==> src/rtl/msp_pkg.sv <==
// Shared types, constants and register codes of the motor feedback speed loop.
// Depends on nothing; msp_front, msp_queue, msp_back, the top level and the testbench import it.
package msp_pkg;

  // Sizing
  localparam int CHANNELS   = 2;
  localparam int CH_W       = (CHANNELS > 1) ? $clog2(CHANNELS) : 1;
  // Encoder counts per turn, a power of two
  localparam int ENC_COUNTS = 8192;
  localparam int ANGLE_W    = $clog2(ENC_COUNTS);
  localparam int DELTA_W    = ANGLE_W + 1;
  localparam int QDEPTH     = 2;
  localparam int QPTR_W     = $clog2(QDEPTH);
  localparam int QCNT_W     = QPTR_W + 1;

  // Configuration port
  localparam int CFG_IDX_W  = 3;
  localparam int CFG_DATA_W = 16;

  typedef enum logic [CFG_IDX_W-1:0] {
    CFG_PROP_GAIN    = 3'd0,
    CFG_INTEG_GAIN   = 3'd1,
    CFG_DERIV_GAIN   = 3'd2,
    CFG_FILTER_GAIN  = 3'd3,
    CFG_OUTPUT_LIMIT = 3'd4,
    CFG_DECIMATION   = 3'd5,
    CFG_CHAN0_ID     = 3'd6,
    CFG_CHAN1_ID     = 3'd7
  } cfg_idx_e;

  // Register reset values
  localparam logic [8:0]  FILTER_GAIN_RST  = 9'd102;
  localparam logic [14:0] OUTPUT_LIMIT_RST = 15'd5000;
  localparam logic [2:0]  DECIMATION_RST   = 3'd5;
  localparam logic [10:0] CHAN0_ID_RST     = 11'h201;
  localparam logic [10:0] CHAN1_ID_RST     = 11'h203;
  // Unity weight of the filter in Q1.8
  localparam logic [8:0]  FILTER_ONE       = 9'd256;

  typedef struct packed {
    logic [15:0] prop_gain;
    logic [15:0] integ_gain;
    logic [15:0] deriv_gain;
    logic [8:0]  filter_gain;
    logic [14:0] output_limit;
    logic [2:0]  decimation;
    logic [10:0] chan0_id;
    logic [10:0] chan1_id;
  } cfg_t;

  // Classified frame passed from front to back
  typedef struct packed {
    logic [CH_W-1:0]    ch;
    logic [ANGLE_W-1:0] angle;
    logic [15:0]        current_real;
    logic [15:0]        current_set;
    logic [7:0]         hall;
    logic [15:0]        target_speed;
    logic               startup_hold;
  } item_t;

  // Queue status seen by the top level
  typedef struct packed {
    logic [QCNT_W-1:0] count;
  } q_stat_t;

endpackage

==> src/rtl/msp_out_if.sv <==
// Result channel: valid/ready handshake plus the per-frame channel status fields.
// Depends on nothing.
interface msp_out_if;
  logic               valid;
  logic               ready;
  logic               channel;
  logic [12:0]        angle;
  logic signed [13:0] speed_delta;
  logic signed [15:0] turns;
  logic signed [31:0] position;
  logic signed [15:0] current_real;
  logic signed [15:0] current_set;
  logic [7:0]         hall;
  logic               loop_ran;
  logic signed [15:0] filtered_speed;
  logic signed [15:0] drive;

  modport source (
    output valid, channel, angle, speed_delta, turns, position, current_real,
           current_set, hall, loop_ran, filtered_speed, drive,
    input  ready
  );
  modport sink (
    input  valid, channel, angle, speed_delta, turns, position, current_real,
           current_set, hall, loop_ran, filtered_speed, drive,
    output ready
  );
endinterface

==> src/rtl/msp_back.sv <==
// Back end: per-channel unwrap, turn/position tracking, decimated filter and PID
// on one shared multiplier, and the result register. Depends on msp_pkg, msp_out_if.
module msp_back (
  input  logic           clk_i,
  input  logic           rst_ni,
  input  msp_pkg::cfg_t  cfg_i,
  input  logic           pop_valid_i,
  output logic           pop_ready_o,
  input  msp_pkg::item_t pop_item_i,
  msp_out_if.source      out_o
);
  import msp_pkg::*;

  typedef enum logic [10:0] {
    ST_IDLE     = 11'b00000000001,
    ST_UNWRAP   = 11'b00000000010,
    ST_MUL_SUM  = 11'b00000000100,
    ST_MUL_FILT = 11'b00000001000,
    ST_FILT     = 11'b00000010000,
    ST_MUL_E    = 11'b00000100000,
    ST_MUL_E1   = 11'b00001000000,
    ST_MUL_E2   = 11'b00010000000,
    ST_OUT      = 11'b00100000000,
    ST_CLAMP    = 11'b01000000000,
    ST_EMIT     = 11'b10000000000
  } state_e;

  state_e state_q, state_d;

  // Per-channel state
  logic [ANGLE_W-1:0] last_angle_q [CHANNELS];
  logic [15:0]        turns_q      [CHANNELS];
  logic [31:0]        pos_q        [CHANNELS];
  logic [15:0]        sum_q        [CHANNELS];
  logic [2:0]         decim_q      [CHANNELS];
  logic [15:0]        filt_q       [CHANNELS];
  logic [16:0]        ep1_q        [CHANNELS];
  logic [16:0]        ep2_q        [CHANNELS];
  logic [31:0]        outp_q       [CHANNELS];
  logic [15:0]        drive_q      [CHANNELS];

  // Working registers of the item in flight
  item_t              item_q;
  logic [DELTA_W-1:0] spd_q;
  logic               run_q;
  logic signed [37:0] acc_q, acc_d;
  logic signed [16:0] e_q;
  logic [17:0]        ksum_q, k1_q;
  logic [31:0]        o_q;

  // Result register
  logic               out_valid_q;
  logic               res_ch_q;
  logic [12:0]        res_angle_q;
  logic [13:0]        res_spd_q;
  logic [15:0]        res_turns_q;
  logic [31:0]        res_pos_q;
  logic [15:0]        res_cur_q, res_set_q, res_filt_q, res_drive_q;
  logic [7:0]         res_hall_q;
  logic               res_run_q;

  logic [CH_W-1:0]    ch;
  logic               do_pop, do_emit;

  // Unwrap datapath
  logic signed [DELTA_W-1:0] d;
  logic signed [DELTA_W-1:0] spd;
  logic                      dec_turn, inc_turn;
  logic signed [16:0]        sum17;
  logic [15:0]               sum_sat;
  logic [3:0]                cnt4;
  logic [2:0]                cnt_new;

  // Filter and PID datapath
  logic [8:0]          a_eff;
  logic [8:0]          a_inv;
  logic signed [18:0]  mul_a;
  logic signed [16:0]  mul_b;
  logic signed [35:0]  prod;
  logic signed [37:0]  prod_x;
  logic signed [37:0]  acc_rnd;
  logic [15:0]         filt_new;
  logic signed [29:0]  q30;
  logic signed [33:0]  sum34;
  logic [31:0]         o_sat;
  logic signed [31:0]  lim32, o_s;
  logic [31:0]         drive32;

  assign ch          = item_q.ch;
  assign pop_ready_o = (state_q == ST_IDLE);
  assign do_pop      = pop_valid_i && pop_ready_o;
  assign do_emit     = (state_q == ST_EMIT) && (!out_valid_q || out_o.ready);

  // Angle unwrap across the encoder wrap
  always_comb begin
    d        = $signed({1'b0, item_q.angle}) - $signed({1'b0, last_angle_q[ch]});
    dec_turn = (d > $signed(DELTA_W'(ENC_COUNTS / 2)));
    inc_turn = (d < -$signed(DELTA_W'(ENC_COUNTS / 2)));
    priority if (dec_turn) begin
      spd = d - $signed(DELTA_W'(ENC_COUNTS));
    end else if (inc_turn) begin
      spd = d + $signed(DELTA_W'(ENC_COUNTS));
    end else begin
      spd = d;
    end
    sum17 = $signed({sum_q[ch][15], sum_q[ch]}) + 17'(spd);
    priority if (sum17 > 17'sd32767) begin
      sum_sat = 16'h7FFF;
    end else if (sum17 < -17'sd32768) begin
      sum_sat = 16'h8000;
    end else begin
      sum_sat = sum17[15:0];
    end
    cnt4    = {1'b0, decim_q[ch]} + 4'd1;
    cnt_new = (cnt4 >= {1'b0, cfg_i.decimation}) ? 3'd0 : cnt4[2:0];
  end

  // Shared multiplier and accumulator
  always_comb begin
    a_eff = (cfg_i.filter_gain > FILTER_ONE) ? FILTER_ONE : cfg_i.filter_gain;
    a_inv = FILTER_ONE - a_eff;
    mul_a = '0;
    mul_b = '0;
    unique case (state_q)
      ST_MUL_SUM: begin
        mul_a = $signed({10'b0, a_eff});
        mul_b = $signed({sum_q[ch][15], sum_q[ch]});
      end
      ST_MUL_FILT: begin
        mul_a = $signed({10'b0, a_inv});
        mul_b = $signed({filt_q[ch][15], filt_q[ch]});
      end
      ST_MUL_E: begin
        mul_a = $signed({1'b0, ksum_q});
        mul_b = e_q;
      end
      ST_MUL_E1: begin
        mul_a = $signed({1'b0, k1_q});
        mul_b = $signed(ep1_q[ch]);
      end
      ST_MUL_E2: begin
        mul_a = $signed({3'b0, cfg_i.deriv_gain});
        mul_b = $signed(ep2_q[ch]);
      end
      default: begin
        mul_a = '0;
        mul_b = '0;
      end
    endcase
    prod   = mul_a * mul_b;
    prod_x = {{2{prod[35]}}, prod};
    acc_d  = acc_q;
    unique case (state_q)
      ST_MUL_SUM:                       acc_d = prod_x;
      ST_MUL_FILT, ST_MUL_E, ST_MUL_E2: acc_d = acc_q + prod_x;
      ST_MUL_E1:                        acc_d = acc_q - prod_x;
      ST_FILT:                          acc_d = '0;
      default:                          acc_d = acc_q;
    endcase
  end

  // Division by 256 rounded toward zero, output saturation and drive clamp
  always_comb begin
    acc_rnd  = acc_q + (acc_q[37] ? 38'sd255 : 38'sd0);
    filt_new = item_q.startup_hold ? 16'd0 : acc_rnd[23:8];
    q30      = acc_rnd[37:8];
    sum34    = $signed({{2{outp_q[ch][31]}}, outp_q[ch]}) + $signed({{4{q30[29]}}, q30});
    if (sum34[33:31] != {3{sum34[33]}}) begin
      o_sat = sum34[33] ? 32'h8000_0000 : 32'h7FFF_FFFF;
    end else begin
      o_sat = sum34[31:0];
    end
    lim32 = $signed({17'b0, cfg_i.output_limit});
    o_s   = $signed(o_q);
    priority if (o_s > lim32) begin
      drive32 = lim32;
    end else if (o_s < -lim32) begin
      drive32 = -lim32;
    end else begin
      drive32 = o_q;
    end
  end

  // Sequencer
  always_comb begin
    state_d = state_q;
    unique case (state_q)
      ST_IDLE:     if (do_pop) state_d = ST_UNWRAP;
      ST_UNWRAP:   state_d = (cnt_new == 3'd0) ? ST_MUL_SUM : ST_EMIT;
      ST_MUL_SUM:  state_d = ST_MUL_FILT;
      ST_MUL_FILT: state_d = ST_FILT;
      ST_FILT:     state_d = ST_MUL_E;
      ST_MUL_E:    state_d = ST_MUL_E1;
      ST_MUL_E1:   state_d = ST_MUL_E2;
      ST_MUL_E2:   state_d = ST_OUT;
      ST_OUT:      state_d = ST_CLAMP;
      ST_CLAMP:    state_d = ST_EMIT;
      ST_EMIT:     if (do_emit) state_d = ST_IDLE;
      default:     state_d = ST_IDLE;
    endcase
  end

  // Control and per-channel state
  always_ff @(posedge clk_i or negedge rst_ni) begin
    if (!rst_ni) begin
      state_q     <= ST_IDLE;
      out_valid_q <= 1'b0;
      for (int c = 0; c < CHANNELS; c++) begin
        last_angle_q[c] <= '0;
        turns_q[c]      <= '0;
        pos_q[c]        <= '0;
        sum_q[c]        <= '0;
        decim_q[c]      <= 3'd1;
        filt_q[c]       <= '0;
        ep1_q[c]        <= '0;
        ep2_q[c]        <= '0;
        outp_q[c]       <= '0;
        drive_q[c]      <= '0;
      end
    end else begin
      state_q <= state_d;
      if (do_emit) begin
        out_valid_q <= 1'b1;
      end else if (out_o.ready) begin
        out_valid_q <= 1'b0;
      end
      unique case (state_q)
        ST_UNWRAP: begin
          last_angle_q[ch] <= item_q.angle;
          pos_q[ch]        <= pos_q[ch] + 32'(spd);
          sum_q[ch]        <= sum_sat;
          decim_q[ch]      <= cnt_new;
          if (dec_turn) begin
            turns_q[ch] <= turns_q[ch] - 16'd1;
          end else if (inc_turn) begin
            turns_q[ch] <= turns_q[ch] + 16'd1;
          end
        end
        ST_FILT: begin
          filt_q[ch] <= filt_new;
        end
        ST_OUT: begin
          ep2_q[ch]  <= ep1_q[ch];
          ep1_q[ch]  <= e_q;
          outp_q[ch] <= o_sat;
          sum_q[ch]  <= '0;
        end
        ST_CLAMP: begin
          drive_q[ch] <= drive32[15:0];
        end
        default: begin
        end
      endcase
    end
  end

  // Working and result payload registers
  always_ff @(posedge clk_i) begin
    acc_q <= acc_d;
    if (do_pop) begin
      item_q <= pop_item_i;
    end
    if (state_q == ST_UNWRAP) begin
      spd_q <= spd;
      run_q <= (cnt_new == 3'd0);
    end
    if (state_q == ST_FILT) begin
      e_q    <= $signed({item_q.target_speed[15], item_q.target_speed})
              - $signed({filt_new[15], filt_new});
      ksum_q <= {2'b0, cfg_i.prop_gain} + {2'b0, cfg_i.integ_gain}
              + {2'b0, cfg_i.deriv_gain};
      k1_q   <= {2'b0, cfg_i.prop_gain} + {1'b0, cfg_i.deriv_gain, 1'b0};
    end
    if (state_q == ST_OUT) begin
      o_q <= o_sat;
    end
    if (do_emit) begin
      res_ch_q    <= 1'(ch);
      res_angle_q <= 13'(item_q.angle);
      res_spd_q   <= 14'(spd_q);
      res_turns_q <= turns_q[ch];
      res_pos_q   <= pos_q[ch];
      res_cur_q   <= item_q.current_real;
      res_set_q   <= item_q.current_set;
      res_hall_q  <= item_q.hall;
      res_run_q   <= run_q;
      res_filt_q  <= filt_q[ch];
      res_drive_q <= drive_q[ch];
    end
  end

  assign out_o.valid          = out_valid_q;
  assign out_o.channel        = res_ch_q;
  assign out_o.angle          = res_angle_q;
  assign out_o.speed_delta    = res_spd_q;
  assign out_o.turns          = res_turns_q;
  assign out_o.position       = res_pos_q;
  assign out_o.current_real   = res_cur_q;
  assign out_o.current_set    = res_set_q;
  assign out_o.hall           = res_hall_q;
  assign out_o.loop_ran       = res_run_q;
  assign out_o.filtered_speed = res_filt_q;
  assign out_o.drive          = res_drive_q;

endmodule

==> src/flat_wrapper.sv <==
// flat-port wrapper written by rule: the top's interface ports become plain ports
module msp_back_flat import msp_pkg::*;
  (clk_i, rst_ni, cfg_i, pop_valid_i, pop_ready_o, pop_item_i, out_o_valid, out_o_channel, out_o_angle, out_o_speed_delta, out_o_turns, out_o_position, out_o_current_real, out_o_current_set, out_o_hall, out_o_loop_ran, out_o_filtered_speed, out_o_drive, out_o_ready);
  msp_out_if out_o_i ();
  input  logic clk_i;
  input  logic rst_ni;
  input  msp_pkg::cfg_t cfg_i;
  input  logic pop_valid_i;
  output logic pop_ready_o;
  input  msp_pkg::item_t pop_item_i;
  output wire logic [$bits(out_o_i.valid)-1:0] out_o_valid;
  output wire logic [$bits(out_o_i.channel)-1:0] out_o_channel;
  output wire logic [$bits(out_o_i.angle)-1:0] out_o_angle;
  output wire logic [$bits(out_o_i.speed_delta)-1:0] out_o_speed_delta;
  output wire logic [$bits(out_o_i.turns)-1:0] out_o_turns;
  output wire logic [$bits(out_o_i.position)-1:0] out_o_position;
  output wire logic [$bits(out_o_i.current_real)-1:0] out_o_current_real;
  output wire logic [$bits(out_o_i.current_set)-1:0] out_o_current_set;
  output wire logic [$bits(out_o_i.hall)-1:0] out_o_hall;
  output wire logic [$bits(out_o_i.loop_ran)-1:0] out_o_loop_ran;
  output wire logic [$bits(out_o_i.filtered_speed)-1:0] out_o_filtered_speed;
  output wire logic [$bits(out_o_i.drive)-1:0] out_o_drive;
  input wire logic [$bits(out_o_i.ready)-1:0] out_o_ready;
  assign out_o_valid = out_o_i.valid;
  assign out_o_channel = out_o_i.channel;
  assign out_o_angle = out_o_i.angle;
  assign out_o_speed_delta = out_o_i.speed_delta;
  assign out_o_turns = out_o_i.turns;
  assign out_o_position = out_o_i.position;
  assign out_o_current_real = out_o_i.current_real;
  assign out_o_current_set = out_o_i.current_set;
  assign out_o_hall = out_o_i.hall;
  assign out_o_loop_ran = out_o_i.loop_ran;
  assign out_o_filtered_speed = out_o_i.filtered_speed;
  assign out_o_drive = out_o_i.drive;
  assign out_o_i.ready = out_o_ready;
  msp_back u_core (.clk_i(clk_i), .rst_ni(rst_ni), .cfg_i(cfg_i), .pop_valid_i(pop_valid_i), .pop_ready_o(pop_ready_o), .pop_item_i(pop_item_i), .out_o(out_o_i));
endmodule
==> config.mk <==
export PLATFORM = sky130hd
export DESIGN_NAME = msp_back_flat
export DESIGN_NICKNAME = d
export VERILOG_FILES = /design/src/rtl/msp_pkg.sv /design/src/rtl/msp_out_if.sv /design/src/rtl/msp_back.sv /design/src/flat_wrapper.sv
export SDC_FILE = /design/constraint.sdc
export NUM_CORES = 2
export LEC_CHECK = 0
export ABC_CLOCK_PERIOD_IN_PS = 23000
export BUFFER_PORTS_ARGS = -buffer_cell sky130_fd_sc_hd__buf_2
export CORE_MARGIN = 4
export CORE_UTILIZATION = 55
export CTS_BUF_LIST = sky130_fd_sc_hd__clkbuf_8
export DETAILED_ROUTE_END_ITERATION = 12
export GPL_TIMING_DRIVEN = 1
export PLACE_DENSITY = 0.73
export SLEW_MARGIN = 10
export SYNTH_ARGS = -nofsm -noshare
export SYNTH_HDL_FRONTEND = slang
export SYNTH_SLANG_ARGS = --single-unit
export TNS_END_PERCENT = 10
==> constraint.sdc <==
create_clock -name clk_i -period 23 [get_ports clk_i]
set_input_delay 2.3 -clock clk_i [delete_from_list [all_inputs] [get_ports clk_i]]
set_output_delay 2.3 -clock clk_i [all_outputs]
set_load 0.05 [all_outputs]
[After elaboration in Yosys (flattened, before gate mapping)]
Cells that the tools add are included.
Cells by class
  add/sub/neg operators: 18
  multipliers: 1
  magnitude comparators: 10
  equal/unequal tests: 14
  mux-type cells: 75
  bitwise operators: 3
  reductions and logical operators: 13
Operator list (number)
  2-to-1 mux 32 bit: 11
  2-to-1 mux 16 bit: 18
  bitwise mux 32 bit: 5
  one-hot mux 38 bit (4 select lines): 1
  bitwise mux 64 bit: 2
  one-hot mux 11 bit (11 select lines): 1
  2-to-1 mux 17 bit: 7
  one-hot mux 18 bit (5 select lines): 1
  one-hot mux 17 bit (5 select lines): 1
  bitwise mux 34 bit: 2
  one-hot mux 32 bit (2 select lines): 1
  2-to-1 mux 13 bit: 4
  adder 38 x 36 -> 38 bit: 1
  adder 38 x 9 -> 38 bit: 1
  subtractor 38 x 36 -> 38 bit: 1
  multiplier 19 x 17 -> 36 bit: 1
  adder 32 x 30 -> 33 bit: 1
  2-to-1 mux 11 bit: 3
  adder 32 bit: 1
  AND 32 bit: 1
  demux 32 bit (select 1 bit): 1
  > comparator 32 x 16 -> 1 bit: 1
  less-than comparator 32 bit: 1
  negator 15 -> 32 bit: 1
  other kinds (55): 66
Word-level totals
  register bits after elaboration: 726
  input bits: 172
  output and inout port bits: 151
  logic and storage cells: 181

[Logic depth before layout (Yosys ltp)]
  word-level depth: 14
  gate-level depth with buffers: 50
  mapped depth without buffers: 45

[Least setup slack after synthesis]
OpenSTA, ideal clock, no wires.
  path kind: input to register
  start: input cfg_i[48] (netlist name)
  end: register u_core.acc_q[37] (data pin)
  library setup time: 0.262 ns
  arrival: 11.570 ns
  data required time: 22.738 ns
  slack: 11.168 ns
  cell stages on the path: 46
  buffers on the path: 5
  cell sequence: clkbuf_1 -> nand2b_1 -> ha_1 -> nand2_1 -> mux2_2 -> o22ai_1 -> nand2_1 -> and4_1 -> clkbuf_1 -> nor2_1 -> fa_1 -> inv_1 -> fa_1 -> inv_1 -> fa_1 -> fa_1 -> fa_1 -> inv_1 -> [... 10 more ...] -> nor4_1 -> and3_1 -> clkbuf_1 -> a21oi_1 -> xor2_1 -> ha_1 -> clkbuf_1 -> and4_1 -> nand4_1 -> nor2_1 -> o2bb2ai_1 -> a41oi_1 -> a311oi_1 -> nor4_1 -> nand3b_1 -> nor4b_1 -> mux2i_1 -> nand3_1
Between the ends
  longest elaborated chain between the ends: 7
  elaborated cells between the ends (all ways): 8
  those cells by class: 3 x add/sub; 1 x mul; 1 x order compare; 3 x mux
RTL lines
  start, declared: line flat_wrapper.sv:7  | input msp_pkg::cfg_t cfg_i;
  > comparator 9 bit: line msp_back.sv:120  | a_eff = (cfg_i.filter_gain > FILTER_ONE) ? FILTER_ONE : cfg_i.filter_gain;
  2-to-1 mux 9 bit *: line msp_back.sv:120
  subtractor 9 bit: line msp_back.sv:121  | a_inv = FILTER_ONE - a_eff;
  one-hot mux 18 bit (5 select lines) *: line msp_back.sv:124  | unique case (state_q)
  multiplier 19 x 17 -> 36 bit *: line msp_back.sv:150  | prod = mul_a * mul_b;
  subtractor 38 x 36 -> 38 bit / adder 38 x 36 -> 38 bit (equally long branches): line msp_back.sv:156, msp_back.sv:155
  one-hot mux 38 bit (4 select lines) *: line msp_back.sv:153  | unique case (state_q)
  via u_core.acc_d[37]: line msp_back.sv:46  | logic signed [37:0] acc_q, acc_d;
  end signal, assigned: line msp_back.sv:259  | acc_q <= acc_d;
  end, declared: line msp_back.sv:46
The timed path passes the listed nets; every way through them passes the cells marked *.
A chain may end at the register's enable or synchronous reset.

[Worst setup path after layout]
  start: register u_core.state_q[4]
  end: register u_core.acc_q[37] (data pin)
Between the ends
  longest elaborated chain between the ends: 5
  elaborated cells between the ends (all ways): 13
  those cells by class: 2 x add/sub; 1 x mul; 6 x eq/ne; 3 x mux; 1 x reduce/logical
RTL lines
  start, declared: line msp_back.sv:28  | state_e state_q, state_d;
  start signal, assigned: line msp_back.sv:221  | state_q <= state_d;
  == test 11 x 8 -> 1 bit, or another cell as far along: line msp_back.sv:124, msp_back.sv:153
  one-hot mux 18 bit (5 select lines) / one-hot mux 17 bit (5 select lines) (equally long branches): line msp_back.sv:124
  multiplier 19 x 17 -> 36 bit: line msp_back.sv:150
  subtractor 38 x 36 -> 38 bit / adder 38 x 36 -> 38 bit (equally long branches): line msp_back.sv:156, msp_back.sv:155
  one-hot mux 38 bit (4 select lines) *: line msp_back.sv:153
  via u_core.acc_d[37]: line msp_back.sv:46
Marked as above.

==> impl_metrics.yaml <==
grt:
  antenna_found_initial: 5
  grt_overflow_total: 0
  grt_max_degree: 170
  grt_pass1_wl_mm: 217
  grt_pass1_vias: 39800
  grt_use_total: 0.275
synth:
  yosysSeqAreaShare: 0.387
  yosys_warnings: 0
  syn_area_sq_mm: 0.0516
  synth_cell_types: 95
  synth-async-reset-ratio: 0.507
  avgSynthCellArea_sq_um: 9.95
  synth_edf_count: 358
  synth_seq_cells: 726
  syn_nets: 5989
  netlist_instances: 5186
  synth_flop_cell: "dfrtp_1"
clocking:
  cts_resized: 0
  numClockSinks: 726
  cts_max_path_buffers: 3
  cts_made_buffers: 119
  insertion_delay_ns: 0.80
  postCtsSetupBuffers: 0
  cts_tree: "done"
  cts-htree-levels: 3
  ctsHoldBuffers: 0
  cts-root-buf: "clkbuf_8"
  clk_pin_slew_ns: 0.07
setup_path:
  cp.arrival_ns: 14.19
  cp_common_cell: "fa_1"
  crit_fanout: 78
  worstPathRequired_ns: 23.51
  end_kind: "flip-flop"
  max_stage_delay_ns: 0.88
  cpMaxStageDelayCell: "o21ai_1"
  worstSetupPathType: "reg2reg"
  start_kind: "flip-flop"
layout:
  final_util: 0.610
  area_delta_synth_final_pct: 10.2
  layout-drive-gt1-share: 0.145
  finalNetCount: 6258
timing:
  hold_ws_ns: 0.415
  max-slew-margin-rel: 0.219
  fin_setup_tns_ns: 0
  fin_crit_sh: 0.595
  finalHoldViolCount: 0
  setup_viol: 0
  fin_skew_ns: 0.0567
  fin_crit_ns: 13.68
  maxSlewViolCount: 0
  fmax_ghz: 0.0731
  rsz0062_at_grt: "no"
  tightest_slew_ns: 1.17
detailed_routing:
  num_vias: 39900
  routed_wl_mm: 136
  drt_iter0_drc: 3192
  vias_per_cell: 5.85
  wl_per_cell_um: 19.9
  drc: 0
  detail-route-antenna-nets: 0
  firstDrtPassIters: 5
pwr:
  total_power_mw: 6.36
  ir_worst_vdd_uv: 95.7
  power.density_mw_per_mm2: 112
  leakage_nw: 26.7
floorplanning:
  dieArea_sq_mm: 0.0988
  start_util: 0.554
  core_area_sq_mm: 0.0932
  rows: 112
  ios: 323
  die_h_um: 314
  die_w_um: 314
placed_design:
  dp_hpwl_mm: 101
  place.gp.congestion: 0.920
  port_buffers: 300
hold_path:
  hp-class: "reg2reg"
status:
  status: "complete, no violations"
run:
  maxCapViolations: 0
-- path summary, 6_finish.rpt --
kind                                                     from                                     end  slack [ns]  depth (start not counted)
worst max-delay path            u_core.state_q[4]$_DFFE_PN0P_              u_core.acc_q[37]$_DFFE_PP_        9.32                         41
worst min-delay path              u_core.item_q[49]$_DFFE_PP_  u_core.out_o.current_real[8]$_DFFE_PP_        0.42                          0
worst max register to register  u_core.state_q[4]$_DFFE_PN0P_              u_core.acc_q[37]$_DFFE_PP_        9.32                         41
worst min register to register    u_core.item_q[49]$_DFFE_PP_  u_core.out_o.current_real[8]$_DFFE_PP_        0.42                          0
max in group asynchronous                              rst_ni     u_core.last_angle_q[21]$_DFFE_PN0P_       18.51                          4
min in group asynchronous                              rst_ni          u_core.drive_q[25]$_DFFE_PN0P_        1.45                          1
-- area by class of cell --
class / instances / area (sq um)
Fill cell: 7801 / 36300
Multi-Input combinational cell: 3791 / 29200
Sequential cell: 726 / 20000
Timing Repair Buffer: 351 / 1920
Clock buffer: 133 / 1830
Inverter: 466 / 1750
Tap cell: 1254 / 1570
Clock inverter: 93 / 617
Antenna cell: 5 / 12.5
-- logic make-up (layout without fill, tap and decap cells) --
| logic type | Yosys count | in the layout | share of synthesized area |
|---|---|---|---|
| fa+ha+maj | 638 | 638 | 0.190 |
| xor+xnor | 269 | 269 | 0.0458 |
| other cells | 0 | 5 | 0 |
| compound gates | 1025 | 1025 | 0.131 |
| simple gates | 1589 | 1589 | 0.139 |
| mux | 270 | 270 | 0.0578 |
| buf+inv | 669 | 1043 | 0.0496 |
| flops | 726 | 726 | 0.387 |
-- flip-flops by register name, summed over array words and instances (netlist names), 14 cells and up, named ones only --
name,flops
u_core.last_angle_q,26
u_core.filt_q,32
u_core.item_q,70
u_core.drive_q,32
u_core.spd_q,14
u_core.turns_q,30
u_core.ep2_q,34
u_core.out_o.drive,16
u_core.out_o.turns,16
u_core.outp_q,64
u_core.out_o.filtered_speed,16
u_core.out_o.speed_delta,14
u_core.out_o.current_set,16
u_core.ksum_q,18
u_core.k1_q,18
u_core.o_q,32
u_core.acc_q,38
u_core.pos_q,64
u_core.out_o.current_real,16
u_core.out_o.position,32
u_core.sum_q,32
u_core.e_q,17
u_core.ep1_q,34
-- through the flow --
step,worst slack [ns],cell area [sq um],cells
2_1_floorplan,11.17,51600,5186
3_3_place_gp,9.61,54400,6588
3_5_place_dp,9.46,54400,6588
4_1_cts,9.54,56800,6814
5_1_grt,8.69,56900,6817
6_report,9.32,56900,6819
-- critical path, delay by kind of cell (launching register included) --
family,cells,cell delay [ns]
AO/OA/AOI/OAI,10,3.66
buffers and inverters,7,1.17
AND/OR/NAND/NOR,14,3.78
flip-flops,1,0.40
multiplexers,1,0.18
XOR/XNOR,1,0.18
adder cells (fa/ha/maj),8,3.91
-- Yosys cell counts (22+ instances only) --
cell / count / area [sq um]
ha_1: 383 / 4790
and2_1: 34 / 213
or2_2: 23 / 144
mux2i_1: 44 / 440
nand2b_1: 44 / 275
xnor2_1: 180 / 1580
nand2_1: 697 / 2620
nand3_1: 70 / 350
nor4_1: 29 / 181
nor3_1: 70 / 350
o211ai_1: 22 / 165
nor2b_1: 46 / 288
a22o_1: 24 / 210
xor2_1: 88 / 771
and3_1: 61 / 382
edfxtp_1: 358 / 10800
a31oi_1: 27 / 169
o21ai_0: 248 / 1240
a221oi_1: 41 / 359
nor2_1: 402 / 1510
dfrtp_1: 365 / 9130
nand4_1: 33 / 206
a21oi_1: 220 / 1100
mux2_2: 217 / 2440
o21bai_1: 29 / 218
clkbuf_1: 161 / 604
a21o_1: 105 / 788
inv_1: 462 / 1730
o21a_1: 53 / 398
fa_1: 248 / 4960
o31ai_1: 33 / 248
-- report_power, final --
part	switching, mW	internal, mW
Sequential	0.112	1.65
Combinational	2.09	1.36
Clock	0.545	0.604
Total	2.75	3.61
-- placed cells by master (no fill, tap or decap), types with 49 or more instances in the layout --
cell type and n:
o21a_1 53, inv_1 503, buf_4 49, a21oi_1 220, and3_1 61, buf_2 299, xnor2_1 180, xor2_1 88
nor3_1 68, o21ai_0 248, clkbuf_8 133, edfxtp_1 358, fa_1 248, ha_1 383, nand3_1 70, mux2_2 217
dfrtp_1 365, nand2_1 694, a21o_1 105, nor2_1 401
-- layer usage --
layer	vias up	track usage	wire, um
met3	259	0.0422	9700
li1	18600	-	-
met5	-	0	0
met4	0	0.0874	4240
met2	1408	0.455	64100
met1	19600	0.377	57900
Note: power is estimated with default switching activity, not from simulation.
